**src/hw/rtl/mlui_pkg.sv**
```systemverilog
// ============================================================================
// mlui_pkg
// Shared defaults, loop phase and final-operation codes for the 4x4 LU
// inverter.
// ============================================================================
package mlui_pkg;

    // default configuration of the top level
    localparam int MATRIX_DIM_DEF = 4;
    localparam int DATA_WIDTH_DEF = 32;
    localparam int FRAC_BITS_DEF  = 16;

    // active_size register
    localparam int               ASIZE_W   = 3;
    localparam logic [ASIZE_W-1:0] ASIZE_RST = 3'd4;

    // loop nest of the inversion, in execution order
    typedef enum logic [2:0] {
        PH_ROW0,    // first row of U divided by the first pivot
        PH_MID,     // Crout columns of L and rows of U
        PH_LINV,    // invert L
        PH_UINV,    // invert U
        PH_PROD     // inv(U) * inv(L)
    } ph_t;

    // how a finished dot product is written back
    typedef enum logic [2:0] {
        FIN_SUB,     // m[dst] - s
        FIN_SUBDIV,  // (m[dst] - s) / pivot
        FIN_DIV,     // s / pivot
        FIN_NEG,     // -s
        FIN_COPY     // s
    } fin_t;

endpackage

```
**src/hw/rtl/matrix_lu_inverse_4x4.sv**
```systemverilog
// Sequence: 16 input transactions, then the inversion, then the result elements one by one,
// each read from the store and held until taken. Each product term goes through the one
// shared multiplier/adder, each quotient through the bit-serial divider. Order 0 skips
// straight to output.
// Throughput: one matrix at a time; no input is taken until the last result is taken.
// Reset (aresetn, synchronous): control, counters and flags clear, active_size = 4;
// the matrix store is not cleared.
// ============================================================================
// matrix_lu_inverse_4x4
// Collects a matrix row-major, inverts its leading square by Crout LU without
// pivoting using one shared arithmetic unit, then streams the result out.
// ============================================================================
module matrix_lu_inverse_4x4 #(
    parameter int MATRIX_DIM = mlui_pkg::MATRIX_DIM_DEF,
    parameter int DATA_WIDTH = mlui_pkg::DATA_WIDTH_DEF,
    parameter int FRAC_BITS  = mlui_pkg::FRAC_BITS_DEF
) (
    input  logic                               aclk,
    input  logic                               aresetn,
    // configuration
    input  logic                               cfg_we,
    input  logic [mlui_pkg::ASIZE_W-1:0]       cfg_wdata,
    // input elements
    input  logic                               s_valid,
    output logic                               s_ready,
    input  logic signed [DATA_WIDTH-1:0]       s_element_in,
    // result elements
    output logic                               m_valid,
    input  logic                               m_ready,
    output logic signed [DATA_WIDTH-1:0]       m_element_out,
    output logic                               m_last_element,
    output logic                               m_divide_error,
    output logic                               m_saturated
);

    localparam int W   = DATA_WIDTH;
    localparam int NUM = MATRIX_DIM * MATRIX_DIM;
    localparam int AW  = $clog2(NUM);
    localparam int KW  = $clog2(MATRIX_DIM + 1);
    localparam int QW  = DATA_WIDTH + FRAC_BITS;
    localparam int CW  = $clog2(QW + 1);

    localparam logic signed [W-1:0] VAL_MAX = {1'b0, {(W-1){1'b1}}};
    localparam logic signed [W-1:0] VAL_MIN = {1'b1, {(W-1){1'b0}}};
    localparam bit                  ONE_CLIPS = (FRAC_BITS >= DATA_WIDTH - 1);
    localparam logic signed [W-1:0] ONE_VAL =
        ONE_CLIPS ? VAL_MAX : (W'(1) << FRAC_BITS);
    localparam logic [QW-1:0]       Q_POS_LIM = QW'(VAL_MAX);
    localparam logic [QW-1:0]       Q_NEG_LIM = QW'(1) << (W - 1);
    localparam logic [AW-1:0]       LAST_ADDR = AW'(NUM - 1);
    localparam logic [KW-1:0]       DIM_LAST  = KW'(MATRIX_DIM - 1);

    typedef enum logic [3:0] {
        ST_LOAD, ST_START, ST_SEL, ST_TERM, ST_RDB, ST_MUL, ST_SCALE, ST_ACC,
        ST_FIN, ST_DIVRD, ST_DIV, ST_DIVEND, ST_NEXT, ST_ORD, ST_OWAIT, ST_OHOLD
    } state_t;

    function automatic logic [AW-1:0] addr_of(input logic [KW-1:0] r,
                                              input logic [KW-1:0] c);
        addr_of = AW'(int'(r) * MATRIX_DIM + int'(c));
    endfunction

    state_t                     state_reg;
    logic [mlui_pkg::ASIZE_W-1:0] asize_reg;
    logic [KW-1:0]              n_reg;
    logic [AW-1:0]              load_cnt_reg;
    logic [AW-1:0]              out_cnt_reg;
    logic                       div_err_reg;
    logic                       sat_reg;
    mlui_pkg::ph_t              ph_reg;
    logic                       sub_reg;
    logic [KW-1:0]              i_reg;
    logic [KW-1:0]              j_reg;
    logic [KW-1:0]              k_reg;
    logic signed [W-1:0]        acc_reg;
    logic signed [W-1:0]        a_reg;
    logic signed [W-1:0]        term_reg;
    logic signed [W-1:0]        num_reg;
    logic signed [2*W-1:0]      prod_reg;
    logic [QW-1:0]              dvd_reg;
    logic [W-1:0]               rem_reg;
    logic [W-1:0]               dabs_reg;
    logic                       qneg_reg;
    logic [CW-1:0]              div_cnt_reg;
    logic                       m_valid_reg;
    logic                       m_last_reg;
    logic signed [W-1:0]        m_data_reg;

    // store
    logic signed [W-1:0]        mem [NUM];
    logic signed [W-1:0]        rd_q;
    logic [AW-1:0]              rd_addr;
    logic                       wr_en;
    logic [AW-1:0]              wr_addr;
    logic signed [W-1:0]        wr_data;

    logic s_fire;
    assign s_fire = s_valid && s_ready;

    // ------------------------------------------------------------------
    // descriptor of the current dot product and term
    // ------------------------------------------------------------------
    logic          d_valid, d_init_one, d_acc_sub, d_direct;
    logic [KW-1:0] d_k_lo, d_k_hi;
    logic [AW-1:0] d_a, d_b, d_dst, d_piv;
    mlui_pkg::fin_t d_fin;

    always_comb begin
        d_valid    = 1'b0;
        d_init_one = 1'b0;
        d_acc_sub  = 1'b0;
        d_direct   = 1'b0;
        d_k_lo     = '0;
        d_k_hi     = '0;
        d_a        = addr_of(j_reg, k_reg);
        d_b        = addr_of(k_reg, i_reg);
        d_dst      = addr_of(j_reg, i_reg);
        d_piv      = '0;
        d_fin      = mlui_pkg::FIN_COPY;
        unique case (ph_reg)
            mlui_pkg::PH_ROW0: begin
                d_valid = !sub_reg && (i_reg == '0) && (j_reg != '0) && (j_reg < n_reg);
                d_dst   = addr_of('0, j_reg);
                d_fin   = mlui_pkg::FIN_SUBDIV;
            end
            mlui_pkg::PH_MID: begin
                d_k_hi = i_reg;
                if (!sub_reg) begin
                    d_valid = (i_reg != '0) && (i_reg < n_reg) && (j_reg >= i_reg)
                              && (j_reg < n_reg);
                    d_fin   = mlui_pkg::FIN_SUB;
                end else begin
                    d_valid = (i_reg != '0) && ((i_reg + 1'b1) < n_reg)
                              && (j_reg > i_reg) && (j_reg < n_reg);
                    d_dst   = addr_of(i_reg, j_reg);
                    d_a     = addr_of(i_reg, k_reg);
                    d_b     = addr_of(k_reg, j_reg);
                    d_piv   = addr_of(i_reg, i_reg);
                    d_fin   = mlui_pkg::FIN_SUBDIV;
                end
            end
            mlui_pkg::PH_LINV: begin
                d_valid    = !sub_reg && (i_reg < n_reg) && (j_reg >= i_reg)
                             && (j_reg < n_reg);
                d_init_one = (i_reg == j_reg);
                d_acc_sub  = 1'b1;
                d_k_lo     = i_reg;
                d_k_hi     = j_reg;
                d_piv      = addr_of(j_reg, j_reg);
                d_fin      = mlui_pkg::FIN_DIV;
            end
            mlui_pkg::PH_UINV: begin
                d_valid  = !sub_reg && (i_reg < n_reg) && (j_reg > i_reg) && (j_reg < n_reg);
                d_k_lo   = i_reg;
                d_k_hi   = j_reg;
                d_direct = (k_reg == i_reg);
                d_dst    = addr_of(i_reg, j_reg);
                d_a      = addr_of(k_reg, j_reg);
                d_b      = addr_of(i_reg, k_reg);
                d_fin    = mlui_pkg::FIN_NEG;
            end
            mlui_pkg::PH_PROD: begin
                d_valid  = !sub_reg && (i_reg < n_reg) && (j_reg < n_reg);
                d_k_lo   = (i_reg > j_reg) ? i_reg : j_reg;
                d_k_hi   = n_reg;
                d_direct = (j_reg == k_reg);
                d_a      = d_direct ? addr_of(k_reg, i_reg) : addr_of(j_reg, k_reg);
                d_b      = addr_of(k_reg, i_reg);
                d_fin    = mlui_pkg::FIN_COPY;
            end
            default: d_valid = 1'b0;
        endcase
    end

    // ------------------------------------------------------------------
    // loop odometer: j innermost, then sub-pass, then i, then phase
    // ------------------------------------------------------------------
    mlui_pkg::ph_t nx_ph;
    logic          nx_sub, nx_done;
    logic [KW-1:0] nx_i, nx_j;

    always_comb begin
        nx_ph   = ph_reg;
        nx_sub  = sub_reg;
        nx_i    = i_reg;
        nx_j    = j_reg + 1'b1;
        nx_done = 1'b0;
        if (j_reg == DIM_LAST) begin
            nx_j = '0;
            if (ph_reg == mlui_pkg::PH_MID && !sub_reg) begin
                nx_sub = 1'b1;
            end else begin
                nx_sub = 1'b0;
                if (i_reg == DIM_LAST) begin
                    nx_i = '0;
                    unique case (ph_reg)
                        mlui_pkg::PH_ROW0: nx_ph = mlui_pkg::PH_MID;
                        mlui_pkg::PH_MID:  nx_ph = mlui_pkg::PH_LINV;
                        mlui_pkg::PH_LINV: nx_ph = mlui_pkg::PH_UINV;
                        mlui_pkg::PH_UINV: nx_ph = mlui_pkg::PH_PROD;
                        default:           nx_done = 1'b1;
                    endcase
                end else begin
                    nx_i = i_reg + 1'b1;
                end
            end
        end
    end

    // ------------------------------------------------------------------
    // shared saturating adder
    // ------------------------------------------------------------------
    logic signed [W-1:0] add_x, add_y, add_res;
    logic                add_sub, add_ovf;
    logic [W:0]          add_sum;

    always_comb begin
        add_x   = acc_reg;
        add_y   = term_reg;
        add_sub = d_acc_sub;
        if (state_reg == ST_FIN) begin
            add_sub = 1'b1;
            add_y   = acc_reg;
            add_x   = (d_fin == mlui_pkg::FIN_NEG) ? '0 : rd_q;
        end
        add_sum = add_sub ? ({add_x[W-1], add_x} - {add_y[W-1], add_y})
                          : ({add_x[W-1], add_x} + {add_y[W-1], add_y});
        add_ovf = add_sum[W] ^ add_sum[W-1];
        add_res = add_ovf ? (add_sum[W] ? VAL_MIN : VAL_MAX) : add_sum[W-1:0];
    end

    // product scaling: arithmetic shift is the floor, then clip
    logic signed [2*W-1:0] scaled;
    logic                  mul_hi, mul_lo;
    assign scaled = prod_reg >>> FRAC_BITS;
    assign mul_hi = scaled > (2*W)'(VAL_MAX);
    assign mul_lo = scaled < (2*W)'(VAL_MIN);

    // divider step and final sign/clip
    logic [W:0]          trial;
    logic                trial_ge;
    logic signed [W-1:0] div_res;
    logic                div_ovf;
    logic signed [W-1:0] zero_res;
    logic [W-1:0]        num_abs;

    assign trial    = {rem_reg, dvd_reg[QW-1]};
    assign trial_ge = trial >= {1'b0, dabs_reg};
    assign num_abs  = num_reg[W-1] ? W'(0 - num_reg) : W'(num_reg);
    assign zero_res = num_reg[W-1] ? VAL_MIN : VAL_MAX;

    always_comb begin
        if (qneg_reg) begin
            div_ovf = dvd_reg > Q_NEG_LIM;
            div_res = div_ovf ? VAL_MIN : W'(QW'(0) - dvd_reg);
        end else begin
            div_ovf = dvd_reg > Q_POS_LIM;
            div_res = div_ovf ? VAL_MAX : W'(dvd_reg);
        end
    end

    // ------------------------------------------------------------------
    // store ports
    // ------------------------------------------------------------------
    always_comb begin
        rd_addr = d_a;
        unique case (state_reg)
            ST_TERM: rd_addr = (k_reg == d_k_hi) ? d_dst : d_a;
            ST_RDB:  rd_addr = d_b;
            ST_FIN:  rd_addr = d_piv;
            ST_ORD:  rd_addr = out_cnt_reg;
            default: rd_addr = d_a;
        endcase
    end

    always_comb begin
        wr_en   = 1'b0;
        wr_addr = d_dst;
        wr_data = add_res;
        unique case (state_reg)
            ST_LOAD: begin
                wr_en   = s_fire;
                wr_addr = load_cnt_reg;
                wr_data = s_element_in;
            end
            ST_FIN: begin
                wr_en   = (d_fin == mlui_pkg::FIN_SUB) || (d_fin == mlui_pkg::FIN_NEG)
                          || (d_fin == mlui_pkg::FIN_COPY);
                wr_data = (d_fin == mlui_pkg::FIN_COPY) ? acc_reg : add_res;
            end
            ST_DIVRD: begin
                wr_en   = (rd_q == '0);
                wr_data = zero_res;
            end
            ST_DIVEND: begin
                wr_en   = 1'b1;
                wr_data = div_res;
            end
            default: wr_en = 1'b0;
        endcase
    end

    always_ff @(posedge aclk) begin
        if (wr_en) begin
            mem[wr_addr] <= wr_data;
        end
        rd_q <= mem[rd_addr];
    end

    // ------------------------------------------------------------------
    // sequencer and datapath registers
    // ------------------------------------------------------------------
    always_ff @(posedge aclk) begin
        if (!aresetn) begin
            state_reg    <= ST_LOAD;
            asize_reg    <= mlui_pkg::ASIZE_RST;
            n_reg        <= '0;
            load_cnt_reg <= '0;
            out_cnt_reg  <= '0;
            div_err_reg  <= 1'b0;
            sat_reg      <= 1'b0;
            ph_reg       <= mlui_pkg::PH_ROW0;
            sub_reg      <= 1'b0;
            i_reg        <= '0;
            j_reg        <= '0;
            k_reg        <= '0;
            div_cnt_reg  <= '0;
            m_valid_reg  <= 1'b0;
            m_last_reg   <= 1'b0;
        end else begin
            if (cfg_we) begin
                asize_reg <= cfg_wdata;
            end
            unique case (state_reg)
                ST_LOAD: begin
                    if (s_fire) begin
                        if (load_cnt_reg == LAST_ADDR) begin
                            load_cnt_reg <= '0;
                            n_reg        <= (int'(asize_reg) > MATRIX_DIM) ?
                                            KW'(MATRIX_DIM) : KW'(asize_reg);
                            div_err_reg  <= 1'b0;
                            sat_reg      <= 1'b0;
                            state_reg    <= ST_START;
                        end else begin
                            load_cnt_reg <= load_cnt_reg + 1'b1;
                        end
                    end
                end
                ST_START: begin
                    ph_reg  <= mlui_pkg::PH_ROW0;
                    sub_reg <= 1'b0;
                    i_reg   <= '0;
                    j_reg   <= '0;
                    if (n_reg == '0) begin
                        state_reg <= ST_ORD;
                    end else begin
                        sat_reg   <= ONE_CLIPS;
                        state_reg <= ST_SEL;
                    end
                end
                ST_SEL, ST_NEXT: begin
                    if (state_reg == ST_SEL && d_valid) begin
                        k_reg     <= d_k_lo;
                        acc_reg   <= d_init_one ? ONE_VAL : '0;
                        state_reg <= ST_TERM;
                    end else if (nx_done) begin
                        state_reg <= ST_ORD;
                    end else begin
                        ph_reg    <= nx_ph;
                        sub_reg   <= nx_sub;
                        i_reg     <= nx_i;
                        j_reg     <= nx_j;
                        state_reg <= ST_SEL;
                    end
                end
                ST_TERM: begin
                    state_reg <= (k_reg == d_k_hi) ? ST_FIN : ST_RDB;
                end
                ST_RDB: begin
                    a_reg    <= rd_q;
                    term_reg <= rd_q;
                    state_reg <= d_direct ? ST_ACC : ST_MUL;
                end
                ST_MUL: begin
                    prod_reg  <= (2*W)'(a_reg) * (2*W)'(rd_q);
                    state_reg <= ST_SCALE;
                end
                ST_SCALE: begin
                    term_reg  <= mul_hi ? VAL_MAX : (mul_lo ? VAL_MIN : W'(scaled));
                    sat_reg   <= sat_reg | mul_hi | mul_lo;
                    state_reg <= ST_ACC;
                end
                ST_ACC: begin
                    acc_reg   <= add_res;
                    sat_reg   <= sat_reg | add_ovf;
                    k_reg     <= k_reg + 1'b1;
                    state_reg <= ST_TERM;
                end
                ST_FIN: begin
                    case (d_fin)
                        mlui_pkg::FIN_SUBDIV: begin
                            num_reg   <= add_res;
                            sat_reg   <= sat_reg | add_ovf;
                            state_reg <= ST_DIVRD;
                        end
                        mlui_pkg::FIN_DIV: begin
                            num_reg   <= acc_reg;
                            state_reg <= ST_DIVRD;
                        end
                        mlui_pkg::FIN_COPY: begin
                            state_reg <= ST_NEXT;
                        end
                        default: begin
                            sat_reg   <= sat_reg | add_ovf;
                            state_reg <= ST_NEXT;
                        end
                    endcase
                end
                ST_DIVRD: begin
                    if (rd_q == '0) begin
                        div_err_reg <= 1'b1;
                        sat_reg     <= 1'b1;
                        state_reg   <= ST_NEXT;
                    end else begin
                        dvd_reg     <= {num_abs, {FRAC_BITS{1'b0}}};
                        rem_reg     <= '0;
                        dabs_reg    <= rd_q[W-1] ? W'(0 - rd_q) : W'(rd_q);
                        qneg_reg    <= num_reg[W-1] ^ rd_q[W-1];
                        div_cnt_reg <= CW'(QW);
                        state_reg   <= ST_DIV;
                    end
                end
                ST_DIV: begin
                    rem_reg     <= trial_ge ? W'(trial - {1'b0, dabs_reg}) : W'(trial);
                    dvd_reg     <= {dvd_reg[QW-2:0], trial_ge};
                    div_cnt_reg <= div_cnt_reg - 1'b1;
                    if (div_cnt_reg == CW'(1)) begin
                        state_reg <= ST_DIVEND;
                    end
                end
                ST_DIVEND: begin
                    sat_reg   <= sat_reg | div_ovf;
                    state_reg <= ST_NEXT;
                end
                ST_ORD: begin
                    state_reg <= ST_OWAIT;
                end
                ST_OWAIT: begin
                    m_data_reg  <= rd_q;
                    m_valid_reg <= 1'b1;
                    m_last_reg  <= (out_cnt_reg == LAST_ADDR);
                    state_reg   <= ST_OHOLD;
                end
                ST_OHOLD: begin
                    if (m_ready) begin
                        m_valid_reg <= 1'b0;
                        if (m_last_reg) begin
                            out_cnt_reg <= '0;
                            state_reg   <= ST_LOAD;
                        end else begin
                            out_cnt_reg <= out_cnt_reg + 1'b1;
                            state_reg   <= ST_ORD;
                        end
                    end
                end
                default: state_reg <= ST_LOAD;
            endcase
        end
    end

    assign s_ready        = (state_reg == ST_LOAD);
    assign m_valid        = m_valid_reg;
    assign m_element_out  = m_data_reg;
    assign m_last_element = m_last_reg;
    assign m_divide_error = div_err_reg;
    assign m_saturated    = sat_reg;

    // ------------------------------------------------------------------
    // assertions
    // ------------------------------------------------------------------
    a_no_overlap: assert property (@(posedge aclk) disable iff (!aresetn)
        !(s_ready && m_valid))
        else $error("input taken while a result is pending");

    a_last_reopens: assert property (@(posedge aclk) disable iff (!aresetn)
        (m_valid && m_ready && m_last_element) |=> s_ready)
        else $error("input not reopened after final element");

    a_div_count: assert property (@(posedge aclk) disable iff (!aresetn)
        (state_reg == ST_DIV) |-> (div_cnt_reg != '0))
        else $error("divider ran past its last step");

    a_order_range: assert property (@(posedge aclk) disable iff (!aresetn)
        (int'(n_reg) <= MATRIX_DIM))
        else $error("active order above matrix dimension");

    a_flags_stable: assert property (@(posedge aclk) disable iff (!aresetn)
        (m_valid && !m_ready) |=> ($stable(m_divide_error) && $stable(m_saturated)))
        else $error("flags changed during output");

endmodule

```
**config.mk**
```make
export PLATFORM = sky130hd
export DESIGN_NAME = matrix_lu_inverse_4x4
export DESIGN_NICKNAME = d
export VERILOG_FILES = /design/src/hw/rtl/mlui_pkg.sv /design/src/hw/rtl/matrix_lu_inverse_4x4.sv
export SDC_FILE = /design/constraint.sdc
export NUM_CORES = 2
export LEC_CHECK = 0
export ABC_AREA = 1
export CAP_MARGIN = 40
export CORE_MARGIN = 8
export CORE_UTILIZATION = 45
export CTS_BUF_LIST = sky130_fd_sc_hd__clkbuf_16
export DETAILED_ROUTE_END_ITERATION = 8
export DONT_BUFFER_PORTS = 1
export SETUP_SLACK_MARGIN = 0.15
export SLEW_MARGIN = 20
export SYNTH_ARGS = -nofsm -noshare
export SYNTH_HDL_FRONTEND = slang
export SYNTH_SLANG_ARGS = --single-unit
export TNS_END_PERCENT = 5
```
**constraint.sdc**
```tcl
create_clock -name aclk -period 7.3 [get_ports aclk]
set_clock_uncertainty 0.15 [all_clocks]
set_input_delay 0.365 -clock aclk [delete_from_list [all_inputs] [get_ports aclk]]
set_output_delay 0.365 -clock aclk [all_outputs]
set_load 0.005 [all_outputs]
```
==> key figures <==
Critical path
  • Peak fanout along the critical path: 11
  • Worst Path Buf+Inv: 10
  • Arrival time worst endpoint: 7700 ps
  • Crit path kind: reg -> reg
  • CP max stage cell: fa_2
  • Crit path launch type: flop
  • Crit end category: flop
  • Worst reg2reg path depth: 27
  • Worst Path Required: 7620 ps
  • CP top delay family: adder cells
  • Slowest cell delay on critical path: 590 ps
  • Instance count on the critical path: 27

Routing
  • Drc violations: 0
  • DRT Pass-1 Iters: 6
  • Vias per cell: 5.27
  • Routed WL per cell: 21.1 um
  • Number of nets with antenna violations after routing: 0
  • Routed WL: 258000 um
  • Drt first-iter violations: 5661
  • Total number of vias: 64400

STA
  • Max-slew headroom: 22.5%
  • Final min period: 7380 ps
  • Slew Limit Fails: 0
  • RSZ-0062 raised after global routing: true
  • Fmax achieved: 135 MHz
  • Final worst slack: -84.1 ps
  • TNS Setup: -290 ps
  • Post-route clock period utilization: 101%
  • Final setup vio count: 7
  • Worst-margin pin slew: 1160 ps
  • Fin. Hold Viols: 0

Yosys
  • Ys async rst share: 0%
  • Post-Syn Area: 82600 sq um
  • Synth top area cells: edfxtp_1, fa_1, nand2_1
  • EDFF count, synth: 833
  • Synth Instances: 9318
  • Top-count cell post-synth: nand2_1
  • Cell accounting for the most synthesized area: edfxtp_1
  • #FFs+latches synth: 906
  • Sequential-to-total area share from yosys stat: 32.0%
  • Post-Synthesis Mean Instance Area: 8.87 sq um
  • Top cells by count, synth: nand2_1, inv_1, fa_1
  • Yosys cell types: 69
  • Yosys top cell area share: 30.3%
  • Commonest register cell after synthesis: edfxtp_1
  • Syn Nets: 10700
  • Ys Warns: 0

Clock tree
  • Clock Tree Root: clkbuf_16
  • Clock-pin slew on the worst setup and hold paths: 60 ps
  • CTS Buffer Depth: 3
  • CTS tree: done
  • H-tree levels: 3
  • Worst skew pair latency: 790 ps
  • Inserted Clock Buffers: 104
  • # clock sinks: 906

GRT
  • Initial antenna violation count: 7
  • Vias in the first global route: 65500
  • First-pass GRT wire length: 393000 um
  • GRT Total Usage: 25.7%
  • Largest net degree at the start of global routing: 218
  • Total gr overflow: 0

Place
  • GPL Wtd Cong: 0.949
  • Post-DP HPWL: 196000 um
  • Port bufs: 0

Layout
  • Nets: 11200
  • # fillers: 16700
  • Synthesis-to-finish area growth: 15.7%
  • Share of layout cells above drive strength 1: 12.9%
  • Largest register FFs: 512

Die
  • Die Area: 198000 sq um
  • IO Pins: 77
  • Die W: 444 um
  • Core Area: 183000 sq um
  • Row Count: 157
  • DIE HEIGHT: 444 um
  • Initial Util: 45.2%

Worst hold path
  • WHS Path Cells: 3
  • Worst min path class: in -> reg

Outcome
  • Outcome: finished with violations
  • Failing checks: negative setup slack

Flow run
  • Max-cap viol count: 0
-- worst reg2reg max path, stage by stage, from the launching register on --
cell and delay [ps]:
dfxtp_2 330, buf_12 140, buf_6 150, nand2_2 70
inv_2 50, fa_2 590, fa_2 470, fa_2 480
buf_6 140, fa_2 570, clkinvlp_4 170, clkbuf_16 200
fa_1 540, inv_1 60, fa_1 530, inv_1 50
fa_1 470, inv_1 50, fa_1 540, ha_4 240
a21oi_4 160, o21ai_2 90, a21oi_1 120, inv_1 80
a221oi_2 250, o21ai_1 120, a21oi_2 180, xor2_1 100
-- worst paths after layout --
kind | from | end | slack (ps)
setup / recovery | rd_q[2]$_DFF_P_ | prod_reg[63]$_DFFE_PP_ | -80
hold / removal | s_element_in[31] | mem[12][31]$_DFFE_PP_ | 90
setup reg to reg | rd_q[2]$_DFF_P_ | prod_reg[63]$_DFFE_PP_ | -80
hold reg to reg | div_cnt_reg[1]$_SDFFE_PN0P_ | div_cnt_reg[1]$_SDFFE_PN0P_ | 330
-- cell usage in the layout (no fill, tap or decap), types with 15 or more instances in the layout --
cell type,Yosys,routed
ha_4,0,26
edfxtp_1,833,833
nor2_1,380,327
nor3_1,67,62
clkbuf_16,0,110
o21ai_0,345,307
o21ai_1,20,45
buf_12,0,72
nor4_1,23,20
dfxtp_4,0,19
fa_1,1083,1034
a211oi_1,23,22
nor2_2,8,33
a21oi_1,350,317
xnor2_1,82,78
or2_2,15,15
nand2_2,6,22
nand2_1,2206,2180
inv_1,2141,2143
o211ai_1,170,170
nor2_4,3,31
inv_2,16,44
clkinv_1,7,29
o21ai_2,10,21
a21oi_2,3,32
buf_4,6,623
a31oi_1,37,31
nand3_1,378,375
buf_6,9,35
fa_2,0,49
ha_1,276,249
dfxtp_1,73,41
xor2_1,144,138
nand4_1,36,36
dlygate4sd3_1,0,15
-- area by class of cell --
class | instances | area, sq um | share of cell area, %
multi-input cells | 5813 | 47600 | 49.8
flip-flops and latches | 906 | 26600 | 27.8
inverters | 2164 | 8140 | 8.51
repair buffers | 768 | 7100 | 7.43
well taps | 2385 | 2980 | 3.12
clock buffers | 104 | 2600 | 2.72
clock inverters | 89 | 623 | 0.652
diodes | 4 | 10.0 | 0.0105
-- per-layer routing --
layer	wire, um	global-route usage (%)	share of wire, %	vias to the layer above
met4	8010	7.67	3.1	0
met5	0	0	0	-
li1	-	-	-	29600
met1	111000	35.9	43	32300
met2	120000	41.7	47	2218
met3	19100	3.80	7.4	357
-- what timing repair did --
action / CTS / global route
hold buffers: 15 / 0
hold endpoints to repair: 120 / 0
endpoints found under the setup margin: 35 / 94
buffers inserted: 30 / 34
gates resized for setup: 197 / 151
pin swaps: 64 / 86
cloned: 3 / 6
-- per-stage QoR --
stage	cell area (sq um)	hold WS (ps)	std cells	worst slack [ps]	util, %
detailed placement	90200	310	11900	-306	49.4
global placement	90000	301	11900	-333	49.2
floorplan	82800	270	9318	60.7	-
global route	95600	57.7	12200	-317	52.3
finish	95600	88.1	12200	-84.1	52.3
CTS	94600	14.4	12200	-81.2	51.8
-- cells by family after synthesis --
| kind of cell | synth area share [%] |
|---|---|
| fa+ha+maj | 30.4 |
| flops | 32.0 |
| buf+inv | 12.0 |
| xor+xnor | 2.40 |
| compound gates | 7.65 |
| mux | 0.0273 |
| simple gates | 15.5 |
Power is left out: the tool's default activity adds up to more than one toggle a clock period on the data nets, which glitch-free logic cannot reach.
